File: src/rtl/swa_rr_pkg.sv
// Shared types and codes for the round-robin switch allocator.
// Holds the transaction structs, operation and error codes, and the FSM state type.
// No dependencies; used by switch_allocator_round_robin.
package swa_rr_pkg;

  typedef enum logic [1:0] {
    FUNC_REQUEST = 2'd0,
    FUNC_CLEAR   = 2'd1,
    FUNC_PICK    = 2'd2,
    FUNC_TICK    = 2'd3
  } func_t;

  typedef enum logic [1:0] {
    ERR_OK    = 2'd0,
    ERR_RANGE = 2'd1,
    ERR_EMPTY = 2'd2
  } err_t;

  typedef enum logic [1:0] {
    ST_IDLE,
    ST_EXEC,
    ST_PICK
  } state_t;

  typedef struct packed {
    func_t      func;
    logic [2:0] out_port;
    logic [1:0] out_vc;
    logic [2:0] in_port;
    logic [1:0] in_vc;
  } in_item_t;

  typedef struct packed {
    logic       grant_valid;
    logic [2:0] grant_port;
    logic [1:0] grant_vc;
    logic       slot_requested;
    logic       all_empty;
    err_t       error_code;
  } out_item_t;

endpackage

File: src/rtl/switch_allocator_round_robin.sv
// Round-robin switch allocator: request rows, stored requester VCs and per-port grant state.
// Depends on swa_rr_pkg for the transaction structs, codes and the FSM state type.
// Request rows and requester VCs live in synchronous memories with a registered read.
//
//   channel   ports                      handshake
//   --------  -------------------------  ------------------------------------------
//   input     start, busy, in_item       accepted at an edge with start=1, busy=0
//   result    out_valid, out_item        one-cycle strobe, no back-pressure
//
// A request, clear or tick, a repeated pick and any erroring transaction pass through the
// execute state before the result strobe: the addressed request row is read from its memory
// on acceptance, then updated and the result registered. A fresh pick also passes through
// the pick state, because the winner's stored VC is read from the VC memory after the row scan.
// The next transaction may be accepted in the cycle the previous result is strobed.
// Reset is synchronous and clears all row-valid flags, so no clearing pass is needed.
// The receiver cannot stall; every result is shown for exactly one cycle.
module switch_allocator_round_robin #(
  parameter int NUM_PORTS = 5,
  parameter int NUM_VCS   = 4
) (
  input  logic                   clk,
  input  logic                   rst_n,
  input  logic                   start,
  output logic                   busy,
  input  swa_rr_pkg::in_item_t   in_item,
  output logic                   out_valid,
  output swa_rr_pkg::out_item_t  out_item
);

  localparam int SLOTS = NUM_PORTS * NUM_VCS;
  localparam int SW    = $clog2(SLOTS);
  localparam int PW    = $clog2(NUM_PORTS);
  localparam int VAW   = $clog2(SLOTS * NUM_PORTS);

  // Control and transaction registers.
  swa_rr_pkg::state_t    state_r, state_nxt;
  swa_rr_pkg::in_item_t  item_r;
  swa_rr_pkg::out_item_t out_item_r, out_item_nxt;
  swa_rr_pkg::out_item_t pend_r, pend_nxt;
  logic                  out_valid_r, out_valid_nxt;

  // Request-row memory, one row per output port. A row that was never written since
  // reset has its valid flag low and reads as all zero.
  logic [SLOTS-1:0]     row_mem [NUM_PORTS];
  logic [SLOTS-1:0]     row_q;
  logic                 row_vld_q;
  logic [NUM_PORTS-1:0] row_vld_r;
  logic [NUM_PORTS-1:0] nz_r;        // row holds at least one request bit

  // Requester-VC memory, indexed by output port and slot.
  logic [1:0]     vc_mem [SLOTS * NUM_PORTS];
  logic [1:0]     vc_q;

  // Per-port round-robin and grant-hold state.
  logic [SW-1:0]        last_slot_r [NUM_PORTS];
  logic [4:0]           held_r      [NUM_PORTS];
  logic [NUM_PORTS-1:0] picked_r;

  // Slot number to input port, worked out at elaboration.
  logic [2:0] slot_port_tab [SLOTS];
  for (genvar g = 0; g < SLOTS; g++) begin : g_slot_port
    localparam int SlotPort = g / NUM_VCS;
    assign slot_port_tab[g] = 3'(SlotPort);
  end

  // Read address of the row memory, taken straight from the accepted transaction.
  logic          accept;
  logic [PW-1:0] rd_idx;
  assign accept = start && !busy;
  assign rd_idx = ({1'b0, in_item.out_port} < 4'(NUM_PORTS)) ? in_item.out_port[PW-1:0]
                                                              : '0;

  // Decoded fields of the transaction in flight.
  logic             op_ok, ip_ok, ovc_ok, slot_ok;
  logic [PW-1:0]    op_idx;
  logic [5:0]       slot_full;
  logic [SW-1:0]    slot_idx;
  logic [SLOTS-1:0] row_eff;
  logic             slot_bit;

  assign op_ok     = {1'b0, item_r.out_port} < 4'(NUM_PORTS);
  assign ip_ok     = {1'b0, item_r.in_port} < 4'(NUM_PORTS);
  assign ovc_ok    = {1'b0, item_r.out_vc} < 3'(NUM_VCS);
  assign slot_ok   = op_ok && ip_ok && ovc_ok;
  assign op_idx    = item_r.out_port[PW-1:0];
  assign slot_full = 6'(item_r.in_port) * 6'(NUM_VCS) + 6'(item_r.out_vc);
  assign slot_idx  = slot_full[SW-1:0];
  assign row_eff   = row_vld_q ? row_q : '0;
  assign slot_bit  = slot_ok && row_eff[slot_idx];

  // Rotating priority encoder: the first set bit above the last granted slot, else the
  // first set bit of the row, which covers the wrap back to and including that slot.
  logic [SW-1:0] start_slot, hi_win, lo_win, win;
  logic          hi_found, lo_found;

  assign start_slot = last_slot_r[op_idx];

  always_comb begin
    hi_win   = '0;
    lo_win   = '0;
    hi_found = 1'b0;
    lo_found = 1'b0;
    for (int i = 0; i < SLOTS; i++) begin
      if (row_eff[i] && (SW'(i) > start_slot) && !hi_found) begin
        hi_win   = SW'(i);
        hi_found = 1'b1;
      end
      if (row_eff[i] && !lo_found) begin
        lo_win   = SW'(i);
        lo_found = 1'b1;
      end
    end
  end

  assign win = hi_found ? hi_win : lo_win;

  // Next state, memory strobes and the result of the transaction.
  logic             row_we, vc_we, pick_go, tick_clr;
  logic [SLOTS-1:0] new_row;
  logic [NUM_PORTS-1:0] nz_after;
  logic [VAW-1:0]   vc_addr;
  swa_rr_pkg::out_item_t res;

  always_comb begin
    state_nxt     = state_r;
    out_valid_nxt = 1'b0;
    out_item_nxt  = out_item_r;
    pend_nxt      = pend_r;
    row_we        = 1'b0;
    vc_we         = 1'b0;
    pick_go       = 1'b0;
    tick_clr      = 1'b0;
    new_row       = row_eff;
    res           = '0;
    res.error_code = swa_rr_pkg::ERR_OK;

    unique case (item_r.func) inside
      swa_rr_pkg::FUNC_REQUEST, swa_rr_pkg::FUNC_CLEAR: begin
        if (!slot_ok) begin
          res.error_code = swa_rr_pkg::ERR_RANGE;
        end else begin
          row_we = 1'b1;
          if (item_r.func == swa_rr_pkg::FUNC_REQUEST) begin
            new_row = row_eff | (SLOTS'(1) << slot_idx);
            vc_we   = 1'b1;
            res.slot_requested = 1'b1;
          end else begin
            new_row = row_eff & ~(SLOTS'(1) << slot_idx);
          end
        end
      end
      swa_rr_pkg::FUNC_PICK: begin
        res.slot_requested = slot_bit;
        if (!op_ok) begin
          res.error_code = swa_rr_pkg::ERR_RANGE;
        end else if (picked_r[op_idx]) begin
          res.grant_valid = 1'b1;
          res.grant_port  = held_r[op_idx][4:2];
          res.grant_vc    = held_r[op_idx][1:0];
        end else if (!lo_found) begin
          res.error_code = swa_rr_pkg::ERR_EMPTY;
        end else begin
          pick_go         = 1'b1;
          res.grant_valid = 1'b1;
          res.grant_port  = slot_port_tab[win];
        end
      end
      swa_rr_pkg::FUNC_TICK: begin
        res.slot_requested = slot_bit;
        tick_clr = 1'b1;
      end
      default: begin
        res.error_code = swa_rr_pkg::ERR_OK;
      end
    endcase

    nz_after = nz_r;
    if (row_we) begin
      nz_after[op_idx] = |new_row;
    end
    res.all_empty = ~|nz_after;

    unique case (state_r)
      swa_rr_pkg::ST_IDLE: begin
        if (accept) begin
          state_nxt = swa_rr_pkg::ST_EXEC;
        end
      end
      swa_rr_pkg::ST_EXEC: begin
        if (pick_go) begin
          pend_nxt  = res;
          state_nxt = swa_rr_pkg::ST_PICK;
        end else begin
          out_item_nxt  = res;
          out_valid_nxt = 1'b1;
          state_nxt     = swa_rr_pkg::ST_IDLE;
        end
      end
      swa_rr_pkg::ST_PICK: begin
        out_item_nxt          = pend_r;
        out_item_nxt.grant_vc = vc_q;
        out_valid_nxt         = 1'b1;
        state_nxt             = swa_rr_pkg::ST_IDLE;
      end
      default: begin
        state_nxt = swa_rr_pkg::ST_IDLE;
      end
    endcase

    // Not in the execute cycle, nothing is written.
    if (state_r != swa_rr_pkg::ST_EXEC) begin
      row_we   = 1'b0;
      vc_we    = 1'b0;
      pick_go  = 1'b0;
      tick_clr = 1'b0;
    end
  end

  // The VC memory is written by a request and read by a fresh pick; both happen only in
  // the execute cycle and never together, so one address serves both.
  assign vc_addr = VAW'(op_idx) * VAW'(SLOTS) + (pick_go ? VAW'(win) : VAW'(slot_idx));

  // Memories.
  always_ff @(posedge clk) begin
    if (row_we) begin
      row_mem[op_idx] <= new_row;
    end
    row_q <= row_mem[rd_idx];
  end

  always_ff @(posedge clk) begin
    if (vc_we) begin
      vc_mem[vc_addr] <= item_r.in_vc;
    end
    vc_q <= vc_mem[vc_addr];
  end

  // Payload registers.
  always_ff @(posedge clk) begin
    if (accept) begin
      item_r <= in_item;
    end
    if (state_r == swa_rr_pkg::ST_IDLE) begin
      row_vld_q <= row_vld_r[rd_idx];
    end
    out_item_r <= out_item_nxt;
    pend_r     <= pend_nxt;
  end

  // Control state.
  always_ff @(posedge clk) begin
    if (!rst_n) begin
      state_r     <= swa_rr_pkg::ST_IDLE;
      out_valid_r <= 1'b0;
      row_vld_r   <= '0;
      nz_r        <= '0;
      picked_r    <= '0;
      for (int p = 0; p < NUM_PORTS; p++) begin
        last_slot_r[p] <= '0;
        held_r[p]      <= '0;
      end
    end else begin
      state_r     <= state_nxt;
      out_valid_r <= out_valid_nxt;
      if (row_we) begin
        row_vld_r[op_idx] <= 1'b1;
        nz_r              <= nz_after;
      end
      if (tick_clr) begin
        picked_r <= '0;
      end
      if (pick_go) begin
        picked_r[op_idx]    <= 1'b1;
        last_slot_r[op_idx] <= win;
      end
      if (state_r == swa_rr_pkg::ST_PICK) begin
        held_r[op_idx] <= {pend_r.grant_port, vc_q};
      end
    end
  end

  assign busy      = (state_r != swa_rr_pkg::ST_IDLE);
  assign out_valid = out_valid_r;
  assign out_item  = out_item_r;

  // A result strobe follows only an execute or VC-read cycle.
  a_strobe_src: assert property (@(posedge clk) disable iff (!rst_n)
    out_valid |-> ($past(state_r) == swa_rr_pkg::ST_EXEC ||
                   $past(state_r) == swa_rr_pkg::ST_PICK))
    else $error("result strobe without a transaction in execution");

  // A grant never comes with an error.
  a_grant_ok: assert property (@(posedge clk) disable iff (!rst_n)
    out_valid && out_item.grant_valid |-> out_item.error_code == swa_rr_pkg::ERR_OK)
    else $error("grant reported together with an error");

  // An empty switch cannot report the addressed slot as requested.
  a_empty_slot: assert property (@(posedge clk) disable iff (!rst_n)
    out_valid && out_item.all_empty |-> !out_item.slot_requested)
    else $error("slot requested while all rows are empty");

  // A fresh pick always marks its port as granted for the rest of the tick.
  a_pick_held: assert property (@(posedge clk) disable iff (!rst_n)
    state_r == swa_rr_pkg::ST_PICK |-> picked_r[op_idx])
    else $error("fresh pick did not set the grant-hold flag");

endmodule

File: config.mk
export PLATFORM = sky130hd
export DESIGN_NAME = switch_allocator_round_robin
export DESIGN_NICKNAME = d
export VERILOG_FILES = /design/src/rtl/swa_rr_pkg.sv /design/src/rtl/switch_allocator_round_robin.sv
export SDC_FILE = /design/constraint.sdc
export NUM_CORES = 1
export LEC_CHECK = 0
export ABC_AREA = 1
export BUFFER_PORTS_ARGS = -buffer_cell sky130_fd_sc_hd__buf_4
export CORE_MARGIN = 5
export CORE_UTILIZATION = 63
export CTS_CLUSTER_DIAMETER = 200
export DETAILED_ROUTE_END_ITERATION = 7
export GPL_TIMING_DRIVEN = 1
export PLACE_DENSITY = 0.77
export SYNTH_ARGS = -nofsm -noshare
export SYNTH_HDL_FRONTEND = slang
export SYNTH_SLANG_ARGS = --single-unit
File: constraint.sdc
create_clock -name clk -period 6.3 [get_ports clk]
set_clock_uncertainty 0.15 [all_clocks]
set_input_delay 0.945 -clock clk [delete_from_list [all_inputs] [get_ports clk]]
set_output_delay 0.945 -clock clk [all_outputs]
set_load 0.05 [all_outputs]
==> Flow_metrics.wiki, run 1 <==
{| class="wikitable"
! Metric !! Value
|-
| Unrepaired setup endpoints after global routing || true
|-
| Required time reported for the critical path endpoint || 6.40 ns
|-
| Slew at the pin closest to its max-slew limit || 1.128 ns
|-
| Clock tree from TritonCTS || yes
|-
| Share of the synthesized area in the top cell type || 59.24%
|-
| Count of flip-flops with a built-in enable after synthesis || 411
|-
| Via count normalized by instance count || 5.846
|-
| Delay of the slowest cell on the worst path || 0.41 ns
|-
| Number of global-route vias before repair || 15,271
|-
| Starting DRT DRC Count || 1,451
|-
| Type of the worst min-delay path || flop to flop
|-
| Final wirelength || 50.63 mm
|-
| CP max-delay cell || sky130_fd_sc_hd__fa_1
|-
| Worst setup margin || 0.3751 ns
|-
| Final setup violation count || 0
|-
| Hold endpoint || row_vld_r[1]
|-
| Minimum clock period || 5.925 ns
|-
| Clock transition at the registers of the reported paths || 0.06 ns
|-
| HPWL Detailed || 32.12 mm
|-
| GRT Resource Usage Total || 27.27%
|-
| Setup_tns || 0 ns
|-
| Critical path type || flop to flop
|-
| Distinct cell type count of the synthesized netlist || 51
|-
| Top cell type by total area after synthesis || sky130_fd_sc_hd__edfxtp_1
|-
| Count of antenna-violating nets left after detailed routing || 0
|-
| Flip-flop cell with the highest count after synthesis || sky130_fd_sc_hd__edfxtp_1
|-
| Worst slack at placement || 0.1500 ns
|-
| Hold path startpoint || row_vld_r[1]
|-
| Routability cong. || 0.9549
|-
| Total of warnings raised by yosys || 0
|-
| Relative slew slack || 24.10%
|-
| Number of placement rows || 66
|-
| Portion of the post-synthesis area used by sequential elements || 63.37%
|-
| Overall via count from detail_route || 15,633
|-
| Top-Level Pins || 27
|-
| Synth cell count leaders || sky130_fd_sc_hd__nand2_1, sky130_fd_sc_hd__edfxtp_1, sky130_fd_sc_hd__nor2_1
|-
| Synthesis-to-layout area growth || 11.16%
|-
| Post-synthesis async set-or-reset flop share || 0%
|-
| Top area cells in the synthesized netlist || sky130_fd_sc_hd__edfxtp_1, sky130_fd_sc_hd__nand2_1, sky130_fd_sc_hd__nor2_1
|-
| Clock sink count || 454
|-
| CTS root buffer || sky130_fd_sc_hd__clkbuf_16
|-
| Post-layout utilization of the core || 71.00%
|-
| Max rail drop VDD || 237.8 uV
|-
| Post-Synthesis Cell Area || 20,830 um^2
|-
| Largest net degree at the start of global routing || 87
|-
| Share of post-route cells with drive strength above 1 || 10.22%
|-
| Count of endpoints failing hold in the final timing report || 0
|-
| Endpoint of the lowest-slack register-to-register path || vc_mem[47][1]
|-
| Detailed-router iteration count before antenna repair || 6
|-
| Number of buffers added to fix hold violations after cts || 0
|-
| Critical Path Start Type || flop
|-
| Critical Path Sink Type || flop
|-
| Maximum buffer depth of the clock tree || 3
|-
| Fin crit share || 94.05%
|-
| Cell count of the worst hold path || 2
|-
| Result of the run || complete, no violations
|-
| Mean Syn Cell Area || 9.636 um^2
|-
| Register bit count reported by yosys || 454
|-
| Initial standard-cell utilization of the core || 63.87%
|-
| Maximum fanout along the worst path || 22
|-
| Setup slack on the worst flop-to-flop path || 0.38 ns
|-
| Number of port buffers || 26
|-
| Maxcap violations || 0
|-
| TritonCTS Buffers || 47
|-
| Drc violations || 0
|-
| Layout filler cell count || 2,390
|-
| Total count of max-transition violations in the final report || 0
|-
| Maximum level of the CTS H-tree || 2
|-
| Cell Count Post-Placement || 2,584
|-
| Top-count cell post-synth || sky130_fd_sc_hd__nand2_1
|-
| Maximum clock frequency || 168.8 MHz
|-
| Number of instances in the synthesized netlist || 2,162
|-
| CP arrival || 6.03 ns
|-
| Die boundary width || 191.9 um
|-
| Tightest hold margin || 0.3179 ns
|-
| Depth of the worst register-to-register path || 32
|-
| Area enclosed by the die boundary || 36,810 um^2
|-
| CORE AREA || 32,620 um^2
|-
| Wire length of the first global-routing pass || 78.90 mm
|-
| Antenna violations before repair || 0
|-
| Post-route insts no fill || 2,674
|-
| Power density over the cells || 324.7 nW/um^2
|-
| Die height || 191.9 um
|-
| Antenna diode count || 0
|-
| WL per Instance || 18.93 um
|-
| Overflow left after global routing || 0
|-
| Leakage || 0.009236 uW
|-
| Worst-skew pair later-pin latency || 0.58 ns
|-
| Layout net count || 2,217
|}
==> per-layer routing <==
layer	wire (um)	up-vias	part of all wire [%]	track usage [%]
li1	-	7338	-	-
met4	1786	0	3.5	10.28
met5	0	-	0	0
met2	25640	673	51	47.97
met1	19850	7472	39	34.54
met3	3347	150	6.6	3.817
==> how the worst max path moves through the flow <==
stage                                to  slack [ns]
after global placement     vc_mem[2][0]        0.23
after CTS                  vc_mem[1][1]        0.11
after floorplan            vc_mem[0][0]        1.28
after detailed placement  vc_mem[33][0]        0.15
final                     vc_mem[47][1]        0.38
after global routing      vc_mem[58][0]       -0.10
==> placed cells by master, fill, tap and decap left out, drive strengths merged, types with 2 or more instances in the layout <==
cell	netlist	final
or2	3	3
o21bai	22	22
or3b	2	2
dfxtp	43	43
inv	143	145
xor2	2	2
a32oi	2	2
nand3	150	150
nor2	299	299
conb	1	15
o211ai	3	3
nand4	10	10
clkbuf	36	63
bufinv	0	4
a211oi	4	4
a21oi	35	35
a31oi	22	22
ha	8	8
o21ai	111	111
nand2	709	709
o41ai	2	2
buf	55	58
edfxtp	411	411
mux2i	5	5
clkinv	4	23
nand3b	2	2
o21a	22	22
o221ai	2	2
o22ai	10	10
nor3	19	19
o2111ai	3	3
nor4	12	12
a32o	5	5
==> flip-flops by register name, indices dropped and copies added, names as in the netlist, 8 cells and up, named ones only <==
name	flops
item_r	9
pend_r	8
last_slot_r	40
row_mem	100
out_item	10
held_r	40
vc_mem	200
row_q	20
==> cells by family after synthesis <==
| kind of cell | Yosys count | synth area share (%) |
|---|---|---|
| AND/OR/NAND/NOR | 1207 | 23.73 |
| flip-flops | 454 | 63.37 |
| AO/OA/AOI/OAI | 245 | 7.021 |
| buffers and inverters | 238 | 4.919 |
| adder cells (fa/ha/maj) | 9 | 0.5766 |
| multiplexers | 5 | 0.2402 |
| XOR/XNOR | 3 | 0.1261 |
| other | 1 | 0.01800 |
==> through the flow <==
stage          area [um^2]  power (uW)
4_1_cts              22950        7485
3_3_place_gp         21430        4774
6_report             23160        7521
3_5_place_dp         21430        4798
2_1_floorplan        20890        4396
5_1_grt              23160        7801
==> final cells by class <==
type	instances	area [um^2]	area share [%]
flip-flops and latches	454	13200	57.01
multi-input cells	1484	6855	29.60
clock buffers	62	1252	5.408
inverters	147	559.3	2.415
well taps	442	553.0	2.388
repair buffers	59	471.7	2.037
clock inverters	26	265.3	1.145
==> power breakdown <==
group          leakage (uW)  internal (uW)  switching [uW]
combinational       0.00432            344             969
sequential          0.00417           3440            51.6
clock              0.000738           1570            1150
==> critical path: cells and delay by family, from the launching register on <==
kind / cells / cell delay [ns]
flip-flops: 1 / 0.39
adder cells (fa/ha/maj): 1 / 0.41
AO/OA/AOI/OAI: 2 / 0.43
AND/OR/NAND/NOR: 22 / 3.22
XOR/XNOR: 1 / 0.29
buffers and inverters: 6 / 0.70
==> repair_timing <==
| item | 4_1_cts | 5_1_grt |
|---|---|---|
| endpoints found under the hold margin | 0 | 0 |
| endpoints found under the setup margin | 0 | 196 |
| buffers inserted | 0 | 2 |
| resized for setup | 0 | 65 |
(Power assumes the default switching activity.)
==> inputs of run 2 (changes only) <==
==> constraint.sdc (replaced) <==
create_clock -name clk -period 6.3 [get_ports clk]
set_clock_uncertainty 0.15 [all_clocks]
set_input_delay 0.315 -clock clk [delete_from_list [all_inputs] [get_ports clk]]
set_output_delay 0.315 -clock clk [all_outputs]
set_load 0.05 [all_outputs]
==> Flow_metrics.wiki, run 2 (synthesized netlist as in run 1, its figures left out) <==
{| class="wikitable"
! Metric !! Value
|-
| Top library cells by usage in the layout, fill and taps aside || sky130_fd_sc_hd__nand2_1, sky130_fd_sc_hd__edfxtp_1, sky130_fd_sc_hd__nor2_1
|-
| Maxcap violations || 0 (unchanged)
|-
| Post-route cell area || 23,300 um^2 (+0.60%)
|-
| WL per Instance || 18.84 um (-0.49%)
|-
| Area enclosed by the die boundary || 36,810 um^2 (unchanged)
|-
| Fin crit share || 94.59% (+0.55 points)
|-
| Max rail drop VDD || 237.5 uV (about the same)
|-
| Power density over the cells || 323.0 nW/um^2 (-0.55%)
|-
| Cell count of the worst hold path || 2 (unchanged)
|-
| Registers with the most flip-flops || vc_mem: 200 flops, row_mem: 100 flops
|-
| Total count of max-transition violations in the final report || 0 (unchanged)
|-
| Overall via count from detail_route || 15,713 (+0.51%)
|-
| Clock transition at the registers of the reported paths || 0.06 ns (about the same)
|-
| Antenna violations before repair || 0 (unchanged)
|-
| Antenna diode count || 0 (unchanged)
|-
| Worst setup margin || 0.3405 ns (-0.03455 ns)
|-
| Multi-input gate area in the final layout || 6855 um^2 (unchanged)
|-
| CORE AREA || 32,620 um^2 (unchanged)
|-
| HPWL Detailed || 32.12 mm (unchanged)
|-
| Number of placement rows || 66 (unchanged)
|-
| Maximum clock frequency || 167.8 MHz (-0.58%)
|-
| Slew at the pin closest to its max-slew limit || 1.122 ns (-0.006191 ns)
|-
| Worst slack at placement || 0.1500 ns (unchanged)
|-
| Required time reported for the critical path endpoint || 6.40 ns (about the same)
|-
| Unrepaired setup endpoints after global routing || true
|-
| Synthesis-to-layout area growth || 11.84%
|-
| Setup_tns || 0 ns (unchanged)
|-
| Type of the worst min-delay path || input port to flop
|-
| Most common cell after layout, fill and taps aside || sky130_fd_sc_hd__nand2_1
|-
| Critical Path Start Type || flop
|-
| Starting DRT DRC Count || 1,360 (-6.3%)
|-
| Minimum clock period || 5.959 ns (+0.03455 ns)
|-
| GRT Resource Usage Total || 27.34% (+0.063 points)
|-
| Global routing usage on met2 || 48.03% (+0.054 points)
|-
| Maximum fanout along the worst path || 17 (-23%)
|-
| Clock sink count || 454 (unchanged)
|-
| Number of global-route vias before repair || 15,317 (+0.30%)
|-
| Routability cong. || 0.9549 (unchanged)
|-
| CP arrival || 6.06 ns (+0.03 ns)
|-
| Met3 layer usage reported by global route || 3.799% (-0.018 points)
|-
| Peak-usage layer in the global routing report || met2
|-
| Layout filler cell count || 2,368 (-0.92%)
|-
| CP max-delay cell || sky130_fd_sc_hd__fa_1
|-
| Final setup violation count || 0 (unchanged)
|-
| Layout net count || 2,231 (+0.63%)
|-
| Largest net degree at the start of global routing || 87 (unchanged)
|-
| Initial standard-cell utilization of the core || 63.87% (unchanged)
|-
| Max FFs per register || 200 (unchanged)
|-
| Global-route met1 utilization || 34.65% (+0.11 points)
|-
| Most flops, register || vc_mem
|-
| Leakage || 0.009294 uW (+0.63%)
|-
| Clock tree from TritonCTS || yes
|-
| Number of port buffers || 26 (unchanged)
|-
| Via count normalized by instance count || 5.846 (about the same)
|-
| Critical Path Sink Type || flop
|-
| Count of antenna-violating nets left after detailed routing || 0 (unchanged)
|-
| CTS root buffer || sky130_fd_sc_hd__clkbuf_16
|-
| Detailed-router iteration count before antenna repair || 6 (unchanged)
|-
| Placed cell areas || 21,430 um^2 (unchanged)
|-
| Die height || 191.9 um (unchanged)
|-
| Hold path startpoint || in_item[5]
|-
| Final wirelength || 50.64 mm (about the same)
|-
| Result of the run || complete, no violations
|-
| Count of endpoints failing hold in the final timing report || 0 (unchanged)
|-
| Delay of the slowest cell on the worst path || 0.41 ns (about the same)
|-
| Relative slew slack || 24.52% (+0.42 points)
|-
| Drc violations || 0 (unchanged)
|-
| Critical path type || flop to flop
|-
| Maximum level of the CTS H-tree || 2 (unchanged)
|-
| Share of post-route cells with drive strength above 1 || 10.15% (-0.064 points)
|-
| Depth of the worst register-to-register path || 32 (unchanged)
|-
| Top-Level Pins || 27 (unchanged)
|-
| Wire length of the first global-routing pass || 79.10 mm (+0.25%)
|-
| Maximum buffer depth of the clock tree || 3 (unchanged)
|-
| Most Frequent Cell on Critical Path || sky130_fd_sc_hd__nand2_1
|-
| TritonCTS Buffers || 47 (unchanged)
|-
| Register area || 13,200 um^2 (unchanged)
|-
| Die boundary width || 191.9 um (unchanged)
|-
| Overflow left after global routing || 0 (unchanged)
|-
| Worst-skew pair later-pin latency || 0.58 ns (about the same)
|}
-- run 2: cell types whose count changed in the layout (fill, tap and decap cells not counted), sizes merged --
cell	before	now
dlygate4sd3	0	14
-- run 2: critical path, delay by kind of cell (launching register included) --
kind / cells / cell delay [ns]
fa+ha+maj: 1 / 0.41
xor+xnor: 1 / 0.30
buf+inv: 6 / 0.74
simple gates: 22 / 3.22
compound gates: 2 / 0.43
flops: 1 / 0.38
-- run 2: layout make-up --
class	instances	area share [%]
Sequential cell	454	56.66
Multi-Input combinational cell	1484	29.42
Clock buffer	62	5.375
Timing Repair Buffer	73	2.626
Inverter	147	2.400
Tap cell	442	2.374
Clock inverter	26	1.138
-- run 2: layer usage --
layer | wire length [um] | up-vias
li1 | - | 7370
met1 | 19850 | 7499
met2 | 25490 | 689
met3 | 3455 | 155
met4 | 1855 | 0
met5 | 0 | -
-- run 2: path summary, 6_finish.rpt --
check	end	slack [ns]
max	vc_mem[60][0]	0.34
min reg2reg	row_vld_r[1]	0.32
max reg2reg	vc_mem[60][0]	0.34
min	item_r[5]	0.31
-- run 2: power by group --
group / switching, uW / internal, uW / leakage (uW)
Sequential: 51.4 / 3440 / 0.00417
Clock: 1140 / 1570 / 0.000738
Combinational: 972 / 349 / 0.00438
Total: 2160 / 5360 / 0.00929
-- run 2: timing repair --
action	in CTS	in global routing
endpoints found under the setup margin	0	196
buffers inserted	0	2
hold buffers	14	0
gates resized for setup	0	65
hold endpoints to repair	22	0
-- run 2: through the flow --
step | utilization [%] | power, uW | std cells | hold slack (ns)
floorplan | - | 4396 | 2176 | 0.2639
CTS | 70.79 | 7492 | 2686 | 0.2970
global placement | 65.71 | 4774 | 2584 | 0.2978
global route | 71.43 | 7807 | 2688 | 0.3144
detailed placement | 65.71 | 4798 | 2584 | 0.3088
finish | 71.43 | 7525 | 2688 | 0.3142
==> inputs of run 3 (changes only) <==
--- a/config.mk
+++ b/config.mk
@@ -7,12 +7,13 @@
 export LEC_CHECK = 0
 export ABC_AREA = 1
 export BUFFER_PORTS_ARGS = -buffer_cell sky130_fd_sc_hd__buf_4
+export CORE_ASPECT_RATIO = 0.8
 export CORE_MARGIN = 5
-export CORE_UTILIZATION = 63
+export CORE_UTILIZATION = 57
 export CTS_CLUSTER_DIAMETER = 200
 export DETAILED_ROUTE_END_ITERATION = 7
 export GPL_TIMING_DRIVEN = 1
-export PLACE_DENSITY = 0.77
+export PLACE_DENSITY = 0.73
 export SYNTH_ARGS = -nofsm -noshare
 export SYNTH_HDL_FRONTEND = slang
 export SYNTH_SLANG_ARGS = --single-unit
==> constraint.sdc (replaced) <==
create_clock -name clk -period 5.29 [get_ports clk]
set_clock_uncertainty 0.15 [all_clocks]
set_input_delay 0.2645 -clock clk [delete_from_list [all_inputs] [get_ports clk]]
set_output_delay 0.2645 -clock clk [all_outputs]
set_load 0.05 [all_outputs]
==> Flow_metrics.wiki, run 3 (synthesized netlist as in run 1, its figures left out) <==
{| class="wikitable"
! Metric !! Value
|-
| Result of the run || finished, violations left
|-
| Violations in the final reports || setup timing
|-
| Fraction of power consumed by the clock network || 33.8% (-2.3 points)
|-
| Total count of max-transition violations in the final report || 0 (unchanged)
|-
| Maximum clock frequency || 186.5 MHz (+11%)
|-
| Clock transition at the registers of the reported paths || 0.07 ns (about the same)
|-
| Top library cells by usage in the layout, fill and taps aside || sky130_fd_sc_hd__nand2_1, sky130_fd_sc_hd__edfxtp_1, sky130_fd_sc_hd__nor2_1
|-
| Maximum fanout along the worst path || 10 (-7)
|-
| Via count normalized by instance count || 5.725 (-2.1%)
|-
| Relative slew slack || 24.27% (-0.25 points)
|-
| Max rail drop VDD || 286.6 uV (+21%)
|-
| Synthesis-to-layout area growth || 19.67%
|-
| Most flops, register || vc_mem
|-
| Area enclosed by the die boundary || 40,500 um^2 (+10%)
|-
| Final Total Pwr || 9232 uW (+23%)
|-
| Power density over the cells || 370.3 nW/um^2 (+15%)
|-
| Net switching fraction of the power || 29.29% (+0.53 points)
|-
| Largest net degree at the start of global routing || 101 (+16%)
|-
| Share of power burned in registers || 45.1% (-1.3 points)
|-
| Worst-skew pair later-pin latency || 0.56 ns (-0.02 ns)
|-
| Initial standard-cell utilization of the core || 57.88% (-6.0 points)
|-
| Clock sink count || 454 (unchanged)
|-
| Post-layout utilization of the core || 69.27% (-2.2 points)
|-
| Number of port buffers || 26 (unchanged)
|-
| Critical Path Start Type || flop
|-
| WL per Instance || 18.96 um (+0.62%)
|-
| Maximum buffer depth of the clock tree || 3 (unchanged)
|-
| Maxcap violations || 0 (unchanged)
|-
| Share of post-route cells with drive strength above 1 || 17.60% (+7.4 points)
|-
| Antenna violations before repair || 0 (unchanged)
|-
| Final wirelength || 53.16 mm (+5.0%)
|-
| Die boundary width || 223.7 um (+17%)
|-
| Worst setup margin || -0.07307 ns (-0.4136 ns)
|-
| Antenna diode count || 0 (unchanged)
|-
| Count of endpoints failing hold in the final timing report || 0 (unchanged)
|-
| Delay-heaviest family, CP || simple AND/OR/NAND/NOR gates
|-
| CORE AREA || 35,990 um^2 (+10%)
|-
| Overall via count from detail_route || 16,052 (+2.2%)
|-
| Combinational Power Share || 21.1% (+3.5 points)
|-
| Slew at the pin closest to its max-slew limit || 1.126 ns (+0.003647 ns)
|-
| Register area || 13,210 um^2 (about the same)
|-
| CTS root buffer || sky130_fd_sc_hd__clkbuf_16
|-
| GRT Resource Usage Total || 25.17% (-2.2 points)
|-
| CP max-delay cell || sky130_fd_sc_hd__nor3_2
|-
| Overflow left after global routing || 0 (unchanged)
|-
| Most Frequent Cell on Critical Path || sky130_fd_sc_hd__nand2_1
|-
| Hold path startpoint || in_item[6]
|-
| Placed cell areas || 22,110 um^2 (+3.2%)
|-
| Top-Level Pins || 27 (unchanged)
|-
| Number of placement rows || 62 (-6.1%)
|-
| Most common cell after layout, fill and taps aside || sky130_fd_sc_hd__nand2_1
|-
| Drc violations || 0 (unchanged)
|-
| Tightest hold margin || 0.2644 ns (-0.04983 ns)
|-
| CP arrival || 5.46 ns (-0.60 ns)
|-
| Wire length of the first global-routing pass || 81.69 mm (+3.3%)
|-
| Maximum level of the CTS H-tree || 2 (unchanged)
|-
| Detailed-router iteration count before antenna repair || 6 (unchanged)
|-
| Registers with the most flip-flops || vc_mem: 200 flops, row_mem: 100 flops
|-
| Max FFs per register || 200 (unchanged)
|-
| Final setup violation count || 49 (+49)
|-
| Delay of the slowest cell on the worst path || 0.64 ns (+0.23 ns)
|-
| Type of the worst min-delay path || input port to flop
|-
| Leakage || 0.009766 uW (+5.1%)
|-
| Critical Path Sink Type || flop
|-
| Multi-input gate area in the final layout || 7675 um^2 (+12%)
|-
| Setup_tns || -1.065 ns (-1.065 ns)
|-
| Layout filler cell count || 2,608 (+10%)
|-
| Fin crit share || 101.4% (+6.8 points)
|-
| Required time reported for the critical path endpoint || 5.38 ns (-1.02 ns)
|-
| HPWL Detailed || 34.01 mm (+5.9%)
|-
| Critical path type || flop to flop
|-
| TritonCTS Buffers || 45 (-4.3%)
|-
| Unrepaired setup endpoints after global routing || true
|-
| Starting DRT DRC Count || 1,909 (+40%)
|-
| Layout net count || 2,312 (+3.6%)
|-
| Number of global-route vias before repair || 14,932 (-2.5%)
|-
| Switching power of the nets || 2704 uW (+25%)
|-
| Post-route cell area || 24,930 um^2 (+7.0%)
|-
| Routability cong. || 0.9532 (-0.18%)
|-
| Minimum clock period || 5.363 ns (-0.5964 ns)
|-
| Count of antenna-violating nets left after detailed routing || 0 (unchanged)
|-
| Clock tree from TritonCTS || yes
|-
| Die height || 181 um (-5.7%)
|-
| Worst path bufs/invs || 7 (+1)
|-
| Internal power consumption || 6528 uW (+22%)
|}
==> run 3: changes by cell type in the layout (fill, tap and decap cells not counted), sizes merged <==
cell      delta
clkinv       -4
buf         +82
clkinvlp     +2
bufinv       -3
inv          +1
==> run 3: area by class of cell <==
type	instances	share of cell area, %
inverters	147	2.253
clock buffers	61	5.249
clock inverters	22	0.5972
well taps	480	2.409
multi-input cells	1484	30.78
repair buffers	156	5.736
flip-flops and latches	454	52.97
==> run 3: through the flow <==
step	std cells	setup WS, ns
after floorplan	2176	0.2654
after CTS	2793	0.002509
after global placement	2696	0.01857
final	2804	-0.07307
after global routing	2804	-0.4003
after detailed placement	2696	-0.1872
==> run 3: power groups by stage <==
stage	registers (uW)	logic, uW	clock network, uW
floorplan	4250	984	0
global placement	4230	1630	0
detailed placement	4230	1640	0
CTS	4160	1660	3170
global route	4170	2110	3340
finish	4160	1950	3120
==> run 3: repair_timing <==
item | in CTS | in global routing
endpoints found under the setup margin | 192 | 202
pin swaps | 0 | 71
buffers inserted | 0 | 11
hold endpoints to repair | 24 | 0
hold buffers | 14 | 0
gates resized for setup | 15 | 257
cloned | 0 | 2
==> run 3: worst paths after layout <==
kind,to,slack (ns),cells after the start
setup / recovery,vc_mem[95][0],-0.07,26
hold / removal,item_r[6],0.26,2
setup reg to reg,vc_mem[95][0],-0.07,26
hold reg to reg,picked_r[2],0.32,2
==> run 3: per-layer routing <==
layer  vias to the layer above  GRT usage [%]  wire [um]
met4                         0          6.443       1132
met5                         -              0          0
li1                       7539              -          -
met2                       843          36.75      23490
met1                      7573          39.64      22960
met3                        97          4.073       5575
